===== config.mk =====
export PLATFORM = sky130hd
export DESIGN_NAME = link_frame_receiver
export DESIGN_NICKNAME = d
export VERILOG_FILES = /design/src/hw/rtl/lfr_pkg.sv /design/src/hw/rtl/lfr_decode.sv /design/src/hw/rtl/lfr_out_queue.sv /design/src/hw/rtl/link_frame_receiver.sv
export SDC_FILE = /design/constraint.sdc
export NUM_CORES = 1
export LEC_CHECK = 0
export BUFFER_PORTS_ARGS = -buffer_cell sky130_fd_sc_hd__clkbuf_2
export CAP_MARGIN = 20
export CORE_ASPECT_RATIO = 1.75
export CORE_UTILIZATION = 35
export CTS_CLUSTER_SIZE = 40
export DETAILED_ROUTE_END_ITERATION = 8
export PLACE_DENSITY = 0.55
export SYNTH_ARGS = -nofsm -noshare
export SYNTH_HDL_FRONTEND = slang
export SYNTH_SLANG_ARGS = --single-unit

===== constraint.sdc =====
create_clock -name clk -period 5.79 [get_ports clk]
set_input_delay 0.2895 -clock clk [delete_from_list [all_inputs] [get_ports clk]]
set_output_delay 0.2895 -clock clk [all_outputs]
set_load 0.05 [all_outputs]

===== src/hw/rtl/lfr_pkg.sv =====
// Shared types and constants for the link frame receiver.
// No dependencies; imported by every other file of the block.
`default_nettype none

package lfr_pkg;

    // Line codes
    localparam logic [7:0] FLAG_BYTE = 8'h5C;
    localparam logic [7:0] ESC_BYTE  = 8'h5D;
    localparam logic [7:0] ESC_MASK  = 8'h20;
    localparam logic [7:0] ESC_FLAG  = FLAG_BYTE ^ ESC_MASK;
    localparam logic [7:0] ESC_ESC   = ESC_BYTE ^ ESC_MASK;

    // Control field codes
    localparam logic [7:0] CTRL_SET = 8'h03;
    localparam logic [7:0] CTRL_I0  = 8'h00;
    localparam logic [7:0] CTRL_I1  = 8'h02;

    localparam logic [7:0] OWN_ADDR_RESET = 8'h01;

    // Result kind codes
    localparam logic KIND_DATA    = 1'b0;
    localparam logic KIND_VERDICT = 1'b1;

    // Frame type codes
    localparam logic FTYPE_SET  = 1'b0;
    localparam logic FTYPE_INFO = 1'b1;

    // Reply codes
    localparam logic [1:0] RESP_UA  = 2'd0;
    localparam logic [1:0] RESP_RR  = 2'd1;
    localparam logic [1:0] RESP_REJ = 2'd2;

    typedef enum logic [2:0] {
        PH_HUNT       = 3'd0,
        PH_AFTER_FLAG = 3'd1,
        PH_GOT_ADDR   = 3'd2,
        PH_GOT_CTRL   = 3'd3,
        PH_DATA       = 3'd4,
        PH_SET_END    = 3'd5
    } phase_t;

    typedef struct packed {
        phase_t     phase;
        logic       is_info;
        logic       seq;
        logic       esc;
        logic       held_valid;
        logic [7:0] held_byte;
        logic [7:0] run_xor;
        logic       exp_seq;
    } rx_state_t;

    localparam rx_state_t RX_STATE_RESET = '{
        phase:      PH_HUNT,
        is_info:    1'b0,
        seq:        1'b0,
        esc:        1'b0,
        held_valid: 1'b0,
        held_byte:  8'h00,
        run_xor:    8'h00,
        exp_seq:    1'b0
    };

    typedef struct packed {
        logic       kind;
        logic [7:0] payload_byte;
        logic       frame_type;
        logic       send_seq;
        logic       check_ok;
        logic [1:0] response;
        logic       response_seq;
        logic       last;
    } result_t;

    // Up to two results produced by one line byte, packed from slot 0
    typedef struct packed {
        logic    v0;
        logic    v1;
        result_t r0;
        result_t r1;
    } result_pair_t;

endpackage

`default_nettype wire


===== src/hw/rtl/lfr_decode.sv =====
// Per-byte frame decoder: next receiver state and the results one line byte causes.
// Depends on lfr_pkg.
`default_nettype none

module lfr_decode
    import lfr_pkg::*;
(
    input  wire rx_state_t    cur,
    input  wire logic [7:0]   rx_byte,
    input  wire logic [7:0]   own_address,
    output rx_state_t         nxt,
    output result_pair_t      results
);

    logic       is_flag;
    logic       ctrl_ok;
    logic [7:0] ctrl_byte;
    logic       hdr_ok;
    logic [7:0] xor_mid;
    phase_t     phase_next;

    logic       a_v;
    logic       b_v;
    logic       v_v;
    logic       set_v;
    logic       ok;
    logic [1:0] resp;
    result_t    item_a;
    result_t    item_b;
    result_t    verdict;

    function automatic result_t data_item(input logic [7:0] d);
        result_t r;
        r              = '0;
        r.kind         = KIND_DATA;
        r.payload_byte = d;
        return r;
    endfunction

    assign is_flag   = (rx_byte == FLAG_BYTE);
    assign ctrl_ok   = (rx_byte == CTRL_SET) || (rx_byte == CTRL_I0) || (rx_byte == CTRL_I1);
    assign ctrl_byte = !cur.is_info ? CTRL_SET : (cur.seq ? CTRL_I1 : CTRL_I0);
    assign hdr_ok    = (rx_byte == (own_address ^ ctrl_byte));
    // Running check with the held byte folded in
    assign xor_mid   = cur.held_valid ? (cur.run_xor ^ cur.held_byte) : cur.run_xor;

    // Next header phase
    always_comb
    begin
        phase_next = cur.phase;
        case (cur.phase)
            PH_AFTER_FLAG:
            begin
                if (rx_byte == own_address)
                    phase_next = PH_GOT_ADDR;
                else if (!is_flag)
                    phase_next = PH_HUNT;
            end
            PH_GOT_ADDR:
            begin
                if (ctrl_ok)
                    phase_next = PH_GOT_CTRL;
                else
                    phase_next = is_flag ? PH_AFTER_FLAG : PH_HUNT;
            end
            PH_GOT_CTRL:
            begin
                if (hdr_ok)
                    phase_next = cur.is_info ? PH_DATA : PH_SET_END;
                else
                    phase_next = is_flag ? PH_AFTER_FLAG : PH_HUNT;
            end
            PH_SET_END:
            begin
                phase_next = is_flag ? PH_AFTER_FLAG : PH_HUNT;
            end
            PH_DATA:
            begin
                if (is_flag)
                    phase_next = PH_AFTER_FLAG;
            end
            default:
            begin
                phase_next = is_flag ? PH_AFTER_FLAG : PH_HUNT;
            end
        endcase
    end

    // Frame fields, destuffing, hold stage and check
    always_comb
    begin
        nxt.phase      = phase_next;
        nxt.is_info    = cur.is_info;
        nxt.seq        = cur.seq;
        nxt.esc        = cur.esc;
        nxt.held_valid = cur.held_valid;
        nxt.held_byte  = cur.held_byte;
        nxt.run_xor    = cur.run_xor;
        nxt.exp_seq    = cur.exp_seq;
        a_v            = 1'b0;
        b_v            = 1'b0;
        v_v            = 1'b0;
        set_v          = 1'b0;
        ok             = 1'b0;
        case (cur.phase)
            PH_GOT_ADDR:
            begin
                if (ctrl_ok)
                begin
                    nxt.is_info = (rx_byte != CTRL_SET);
                    nxt.seq     = (rx_byte == CTRL_I1);
                end
            end
            PH_GOT_CTRL:
            begin
                if (hdr_ok)
                begin
                    nxt.esc        = 1'b0;
                    nxt.held_valid = 1'b0;
                    nxt.held_byte  = 8'h00;
                    nxt.run_xor    = 8'h00;
                end
            end
            PH_SET_END:
            begin
                set_v = is_flag;
            end
            PH_DATA:
            begin
                if (is_flag)
                begin
                    // A dangling escape counts as a literal data byte
                    if (cur.esc)
                    begin
                        a_v = cur.held_valid;
                        ok  = (xor_mid == ESC_BYTE);
                    end
                    else
                    begin
                        ok = cur.held_valid && (cur.held_byte == cur.run_xor);
                    end
                    v_v = 1'b1;
                    if (ok && (cur.seq == cur.exp_seq))
                        nxt.exp_seq = ~cur.exp_seq;
                    nxt.esc        = 1'b0;
                    nxt.held_valid = 1'b0;
                    nxt.held_byte  = 8'h00;
                    nxt.run_xor    = 8'h00;
                end
                else if (cur.esc)
                begin
                    nxt.esc        = 1'b0;
                    a_v            = cur.held_valid;
                    nxt.held_valid = 1'b1;
                    if ((rx_byte == ESC_FLAG) || (rx_byte == ESC_ESC))
                    begin
                        nxt.held_byte = rx_byte ^ ESC_MASK;
                        nxt.run_xor   = xor_mid;
                    end
                    else
                    begin
                        // Bad escape: pass the escape and this byte literally
                        b_v           = 1'b1;
                        nxt.held_byte = rx_byte;
                        nxt.run_xor   = xor_mid ^ ESC_BYTE;
                    end
                end
                else if (rx_byte == ESC_BYTE)
                begin
                    nxt.esc = 1'b1;
                end
                else
                begin
                    a_v            = cur.held_valid;
                    nxt.held_valid = 1'b1;
                    nxt.held_byte  = rx_byte;
                    nxt.run_xor    = xor_mid;
                end
            end
            default:
            begin
            end
        endcase
    end

    // Verdict for the closing flag
    always_comb
    begin
        if (ok)
            resp = RESP_RR;
        else if (cur.seq == cur.exp_seq)
            resp = RESP_REJ;
        else
            resp = RESP_RR;

        verdict              = '0;
        verdict.kind         = KIND_VERDICT;
        verdict.frame_type   = set_v ? FTYPE_SET : FTYPE_INFO;
        verdict.send_seq     = set_v ? 1'b0 : cur.seq;
        verdict.check_ok     = set_v ? 1'b1 : ok;
        verdict.response     = set_v ? RESP_UA : resp;
        verdict.response_seq = set_v ? 1'b0 : nxt.exp_seq;
    end

    assign item_a = data_item(cur.held_byte);
    assign item_b = data_item(ESC_BYTE);

    // Pack results into slots in emission order and mark the last one
    always_comb
    begin
        results    = '0;
        results.v0 = a_v || b_v || v_v || set_v;
        results.v1 = a_v && (b_v || v_v);
        if (a_v)
            results.r0 = item_a;
        else if (b_v)
            results.r0 = item_b;
        else
            results.r0 = verdict;
        results.r1         = b_v ? item_b : verdict;
        results.r0.last    = !results.v1;
        results.r1.last    = 1'b1;
    end

endmodule

`default_nettype wire


===== src/hw/rtl/lfr_out_queue.sv =====
// Result queue: takes up to two results per cycle, hands out one per transaction.
// Depends on lfr_pkg.
`default_nettype none

module lfr_out_queue
    import lfr_pkg::*;
#(
    parameter int DEPTH = 4
)
(
    input  wire logic         clk,
    input  wire logic         rst_n,
    input  wire logic         push_en,
    input  wire result_pair_t push,
    output logic              room,
    output logic              out_valid,
    input  wire logic         out_stall,
    output result_t           out_item
);

    localparam int PW = (DEPTH > 1) ? $clog2(DEPTH) : 1;
    localparam int CW = $clog2(DEPTH + 1);

    result_t         slot_reg [DEPTH];
    logic [PW-1:0]   head_reg;
    logic [PW-1:0]   head_next;
    logic [PW-1:0]   tail_reg;
    logic [PW-1:0]   tail_next;
    logic [PW-1:0]   tail_plus1;
    logic [CW-1:0]   count_reg;
    logic [CW-1:0]   count_next;
    logic            pop;
    logic            wr0;
    logic            wr1;

    function automatic logic [PW-1:0] ptr_inc(input logic [PW-1:0] p);
        return (p == PW'(DEPTH - 1)) ? '0 : p + PW'(1);
    endfunction

    assign pop        = out_valid && !out_stall;
    assign wr0        = push_en && push.v0;
    assign wr1        = push_en && push.v1;
    assign tail_plus1 = ptr_inc(tail_reg);

    assign room      = (count_reg <= CW'(DEPTH - 2));
    assign out_valid = (count_reg != '0);
    assign out_item  = slot_reg[head_reg];

    // Advance pointers and fill count
    always_comb
    begin
        head_next  = pop ? ptr_inc(head_reg) : head_reg;
        tail_next  = wr1 ? ptr_inc(tail_plus1) : (wr0 ? tail_plus1 : tail_reg);
        count_next = count_reg + CW'(wr0) + CW'(wr1) - CW'(pop);
    end

    always_ff @(posedge clk or negedge rst_n)
    begin
        if (!rst_n)
        begin
            head_reg  <= '0;
            tail_reg  <= '0;
            count_reg <= '0;
        end
        else
        begin
            head_reg  <= head_next;
            tail_reg  <= tail_next;
            count_reg <= count_next;
        end
    end

    // Store results in emission order
    always_ff @(posedge clk)
    begin
        if (wr0)
            slot_reg[tail_reg] <= push.r0;
        if (wr1)
            slot_reg[tail_plus1] <= push.r1;
    end

endmodule

`default_nettype wire


===== src/hw/rtl/link_frame_receiver.sv =====
// Top level of the link frame receiver: state and address registers, decoder, result queue.
// Depends on lfr_pkg, lfr_decode and lfr_out_queue.
//
// Receives one line byte per transaction and can take a byte every clock cycle
// while the queue has room. Each byte is decoded in the cycle it is accepted and
// yields zero, one or two results (destuffed payload bytes, delayed by one byte,
// and an end-of-frame verdict with the UA, RR or REJ reply), which enter a
// QUEUE_DEPTH-entry result queue in order; results leave one per output
// transaction. The input is stalled while the queue has fewer than two free
// entries; a byte that yields two results (a bad escape, or an escape right
// before the closing flag) takes an output transaction for each. own_address
// resets to 1 and is written through the cfg channel, which is always ready.
`default_nettype none

module link_frame_receiver
    import lfr_pkg::*;
#(
    parameter int QUEUE_DEPTH = 4
)
(
    input  wire logic       clk,
    input  wire logic       rst_n,
    // Configuration write channel
    input  wire logic       cfg_valid,
    output logic            cfg_ready,
    input  wire logic [7:0] cfg_data,
    // Line byte input
    input  wire logic       in_valid,
    output logic            in_stall,
    input  wire logic [7:0] rx_byte,
    // Result output
    output logic            out_valid,
    input  wire logic       out_stall,
    output logic            kind,
    output logic [7:0]      payload_byte,
    output logic            frame_type,
    output logic            send_seq,
    output logic            check_ok,
    output logic [1:0]      response,
    output logic            response_seq,
    output logic            last
);

    rx_state_t    state_reg;
    rx_state_t    state_next;
    logic [7:0]   own_address_reg;
    result_pair_t results;
    result_t      out_item;
    logic         room;
    logic         in_accept;

    assign cfg_ready = 1'b1;
    assign in_stall  = !room;
    assign in_accept = in_valid && !in_stall;

    // Hold own address
    always_ff @(posedge clk or negedge rst_n)
    begin
        if (!rst_n)
            own_address_reg <= OWN_ADDR_RESET;
        else if (cfg_valid && cfg_ready)
            own_address_reg <= cfg_data;
    end

    // Advance receiver state on each accepted byte
    always_ff @(posedge clk or negedge rst_n)
    begin
        if (!rst_n)
            state_reg <= RX_STATE_RESET;
        else if (in_accept)
            state_reg <= state_next;
    end

    lfr_decode u_decode (
        .cur         (state_reg),
        .rx_byte     (rx_byte),
        .own_address (own_address_reg),
        .nxt         (state_next),
        .results     (results)
    );

    lfr_out_queue #(
        .DEPTH (QUEUE_DEPTH)
    ) u_queue (
        .clk       (clk),
        .rst_n     (rst_n),
        .push_en   (in_accept),
        .push      (results),
        .room      (room),
        .out_valid (out_valid),
        .out_stall (out_stall),
        .out_item  (out_item)
    );

    assign kind         = out_item.kind;
    assign payload_byte = out_item.payload_byte;
    assign frame_type   = out_item.frame_type;
    assign send_seq     = out_item.send_seq;
    assign check_ok     = out_item.check_ok;
    assign response     = out_item.response;
    assign response_seq = out_item.response_seq;
    assign last         = out_item.last;

`ifndef NO_ASSERTIONS
    // A held data byte exists only inside an information frame body
    assert property (@(posedge clk) disable iff (!rst_n)
        state_reg.held_valid |-> (state_reg.phase == PH_DATA))
        else $error("held byte outside frame body");

    // A pending escape exists only inside an information frame body
    assert property (@(posedge clk) disable iff (!rst_n)
        state_reg.esc |-> (state_reg.phase == PH_DATA))
        else $error("escape pending outside frame body");

    // The expected sequence bit moves only on an accepted byte
    assert property (@(posedge clk) disable iff (!rst_n)
        !in_accept |=> $stable(state_reg.exp_seq))
        else $error("expected sequence changed without a byte");
`endif

endmodule

`default_nettype wire


==> results.ini <==
[routing]
drt_iter0_markers = 188
viasPerCell = 5.56
wire_per_inst_um = 18.3
vias = 3988
first_pass_iters = 4
antenna_left = 0
wl_um = 13100
drc = 0

[synthesis]
synth_compound_area_share_pct = 13.1
synth-edff-count = 48
synth_fa_ha_area_share_pct = 2.52
synth_ff_type = edfxtp_1
ys_types = 71
synth_xor_area_share_pct = 4.18
syn_nets = 532
syn_inst = 501
synthArstFlopShare_pct = 37.9
synth.area.mux_share_pct = 11.0
ys_ff_latch = 103
syn_area_sq_mm = 0.00556
synth_top_family_by_area = simple AND/OR/NAND/NOR gates
avgSynthCellArea_sq_um = 11.1
synthSimpleGateAreaFrac_pct = 16.5
ys_seq_area_share_pct = 49.2
yosysWarnings = 0

[critical_path]
crit_chain = nor3b_2, o211ai_1, o21ai_1, nand2_1, ha_1, inv_1, fa_1, fa_1, xnor2_1
crit_buf_inv = 1
cpMostUsedCell = fa_1
critPathMaxFanout = 10
slowest_stage = dfrtp_1
arrival_ns = 3.39
critical-path-top-delay-family = adder cells
endpoint_kind = flop
cp-start-kind = flop
crit_type = reg -> reg
critPathRequiredTime_ns = 6.03
cp_slowest_stage_delay_ns = 0.49

[pwr]
swShare_pct = 42.1
power_switching_mw = 1.19
p_seq_share_pct = 38.9
p_comb_share_pct = 39.4
power_mw = 2.84
peakVddDrop_uv = 153
cellInternalPower_mw = 1.64
clkPwrFrac_pct = 21.7
power_density_mw_per_mm2 = 458
p_leak_nw = 2.47

[sta]
clock_skew_ns = 0.0101
period_needed_ns = 3.15
finalSetupViolCount = 0
fin_crit_sh_pct = 54.5
grt_setup_unrepaired = false
worst_pin_slew_ns = 0.869
finalWorstSetupSlack_ns = 2.64
relSlewSlack_pct = 41.7
max_freq_mhz = 317
tns_ns = 0
slew_viol_final = 0
finalHoldViolCount = 0
whs_ns = 0.166

[placed_design]
io_buffers = 38
dp_slack_ns = 2.61
gp_congestion = 0.826
hpwl_um = 9750
place_area_sq_mm = 0.00587
dp_cells = 698

[clocking]
clk_path_buf_depth = 2
postCtsSetupBuffers = 0
cts_sinks = 103
path_clk_slew_ns = 0.07
worstSkewPairLatency_ns = 0.35
cts_buffers = 9
clock-root-buffer = clkbuf_16
cts_tree = built
htree_levels = 3

[global_routing]
grt_pass1_vias = 4013
grt_max_degree = 40
antenna_found_initial = 0
grt_pass1_wl_um = 21400
grt_usage_pct = 16.8
grt_overflow_total = 0

[floorplan]
die_area_sq_mm = 0.0164
die_height_um = 169
rows = 60
coreArea_sq_mm = 0.0155
start_util_pct = 36.0
pin_count = 40
fp.dieW_um = 97.3

[finish]
post_route_cells_drive_above_1_share_pct = 21.1
diodes = 0
syn2layout_area_growth_pct = 11.5
layoutNonFillerInstCount = 717
fillers = 1520
nNetsFinal = 557
fin_util_pct = 40.1
largest_reg_flops = 64
fin_area_sq_mm = 0.00620

[outcome]
status = complete, no violations

[worst_hold_path]
hp-class = in -> reg

[job]
cap_violations = 0

==> cells in the final DEF, fill, tap and decap left out, types with 4 or more instances in the layout <==
| cell type | n |
|---|---|
| xnor2_1 | 16 |
| mux2i_1 | 14 |
| nor3b_1 | 4 |
| edfxtp_1 | 48 |
| mux4_2 | 16 |
| a21o_1 | 7 |
| dfxtp_1 | 16 |
| o31ai_1 | 5 |
| a22o_1 | 4 |
| clkbuf_2 | 38 |
| ha_1 | 8 |
| inv_1 | 15 |
| clkbuf_16 | 9 |
| nand2b_1 | 8 |
| nand3_1 | 23 |
| nor2_1 | 51 |
| nand2_1 | 37 |
| nor2b_1 | 5 |
| o21ai_0 | 19 |
| a21oi_1 | 16 |
| or3_1 | 7 |
| and2_1 | 4 |
| mux2_2 | 10 |
| xor2_1 | 8 |
| dfrtp_1 | 38 |
| a31oi_1 | 8 |
| a31o_2 | 17 |
==> what timing repair did <==
action / 4_1_cts / 5_1_grt
gates resized for setup: 0 / 0
hold endpoints to repair: 0 / 4
hold buffers: 0 / 1
==> layout make-up <==
type	count	area, sq um	area share, %
multi-input combinational	354	2640	42.5
clock inverter	6	70.1	1.13
clock buffer	10	229	3.69
tap	186	233	3.75
inverter	15	56.3	0.907
sequential	103	2740	44.1
timing repair buffer	43	243	3.91
==> cell families after synthesis <==
group	count (synthesis)
flip-flops	103
AND/OR/NAND/NOR	176
adder cells (fa/ha/maj)	10
XOR/XNOR	25
AO/OA/AOI/OAI	102
other	1
multiplexers	40
buffers and inverters	44
==> path summary, 6_finish.rpt <==
kind	start	cells past startpoint	slack, ns	end
max reg2reg	state_reg[21]	9	2.64	u_queue.count_reg[2]
max in group asynchronous	rst_n	3	4.99	own_address_reg[0]
min in group asynchronous	rst_n	2	0.30	state_reg[7]
min	cfg_data[1]	2	0.17	own_address_reg[1]
max	state_reg[21]	9	2.64	u_queue.count_reg[2]
min reg2reg	u_queue.slot_reg[3][0]	2	0.48	u_queue.slot_reg[3][0]
==> power by group through the flow <==
stage               Clock, mW  Combinational (mW)  Sequential [mW]
finish                  0.617                1.12             1.10
global route            0.655                1.23             1.13
CTS                     0.628                1.13             1.10
detailed placement          0                1.13             1.12
global placement            0                1.11             1.11
floorplan                   0                1.01            0.978
==> cell usage after synthesis, types with 16 or more instances <==
cell	number	area, sq um
a31o_2	17	149
mux4_2	16	360
xnor2_1	16	140
dfxtp_1	16	320
a21oi_1	16	80.1
o21ai_0	19	95.1
dfrtp_1	38	951
nor2_1	51	191
nand2_1	37	139
nand3_1	23	115
clkbuf_1	17	63.8
edfxtp_1	48	1440
==> layer usage <==
metal	wire length [um]	share of wire, %	track usage [%]	vias up
met4	285	2.2	7.42	0
li1	-	-	-	1900
met3	366	2.8	1.86	17
met2	7480	57	32.7	81
met1	4950	38	17.9	1990
met5	0	0	0	-
Power figures use the tool's default switching activity.
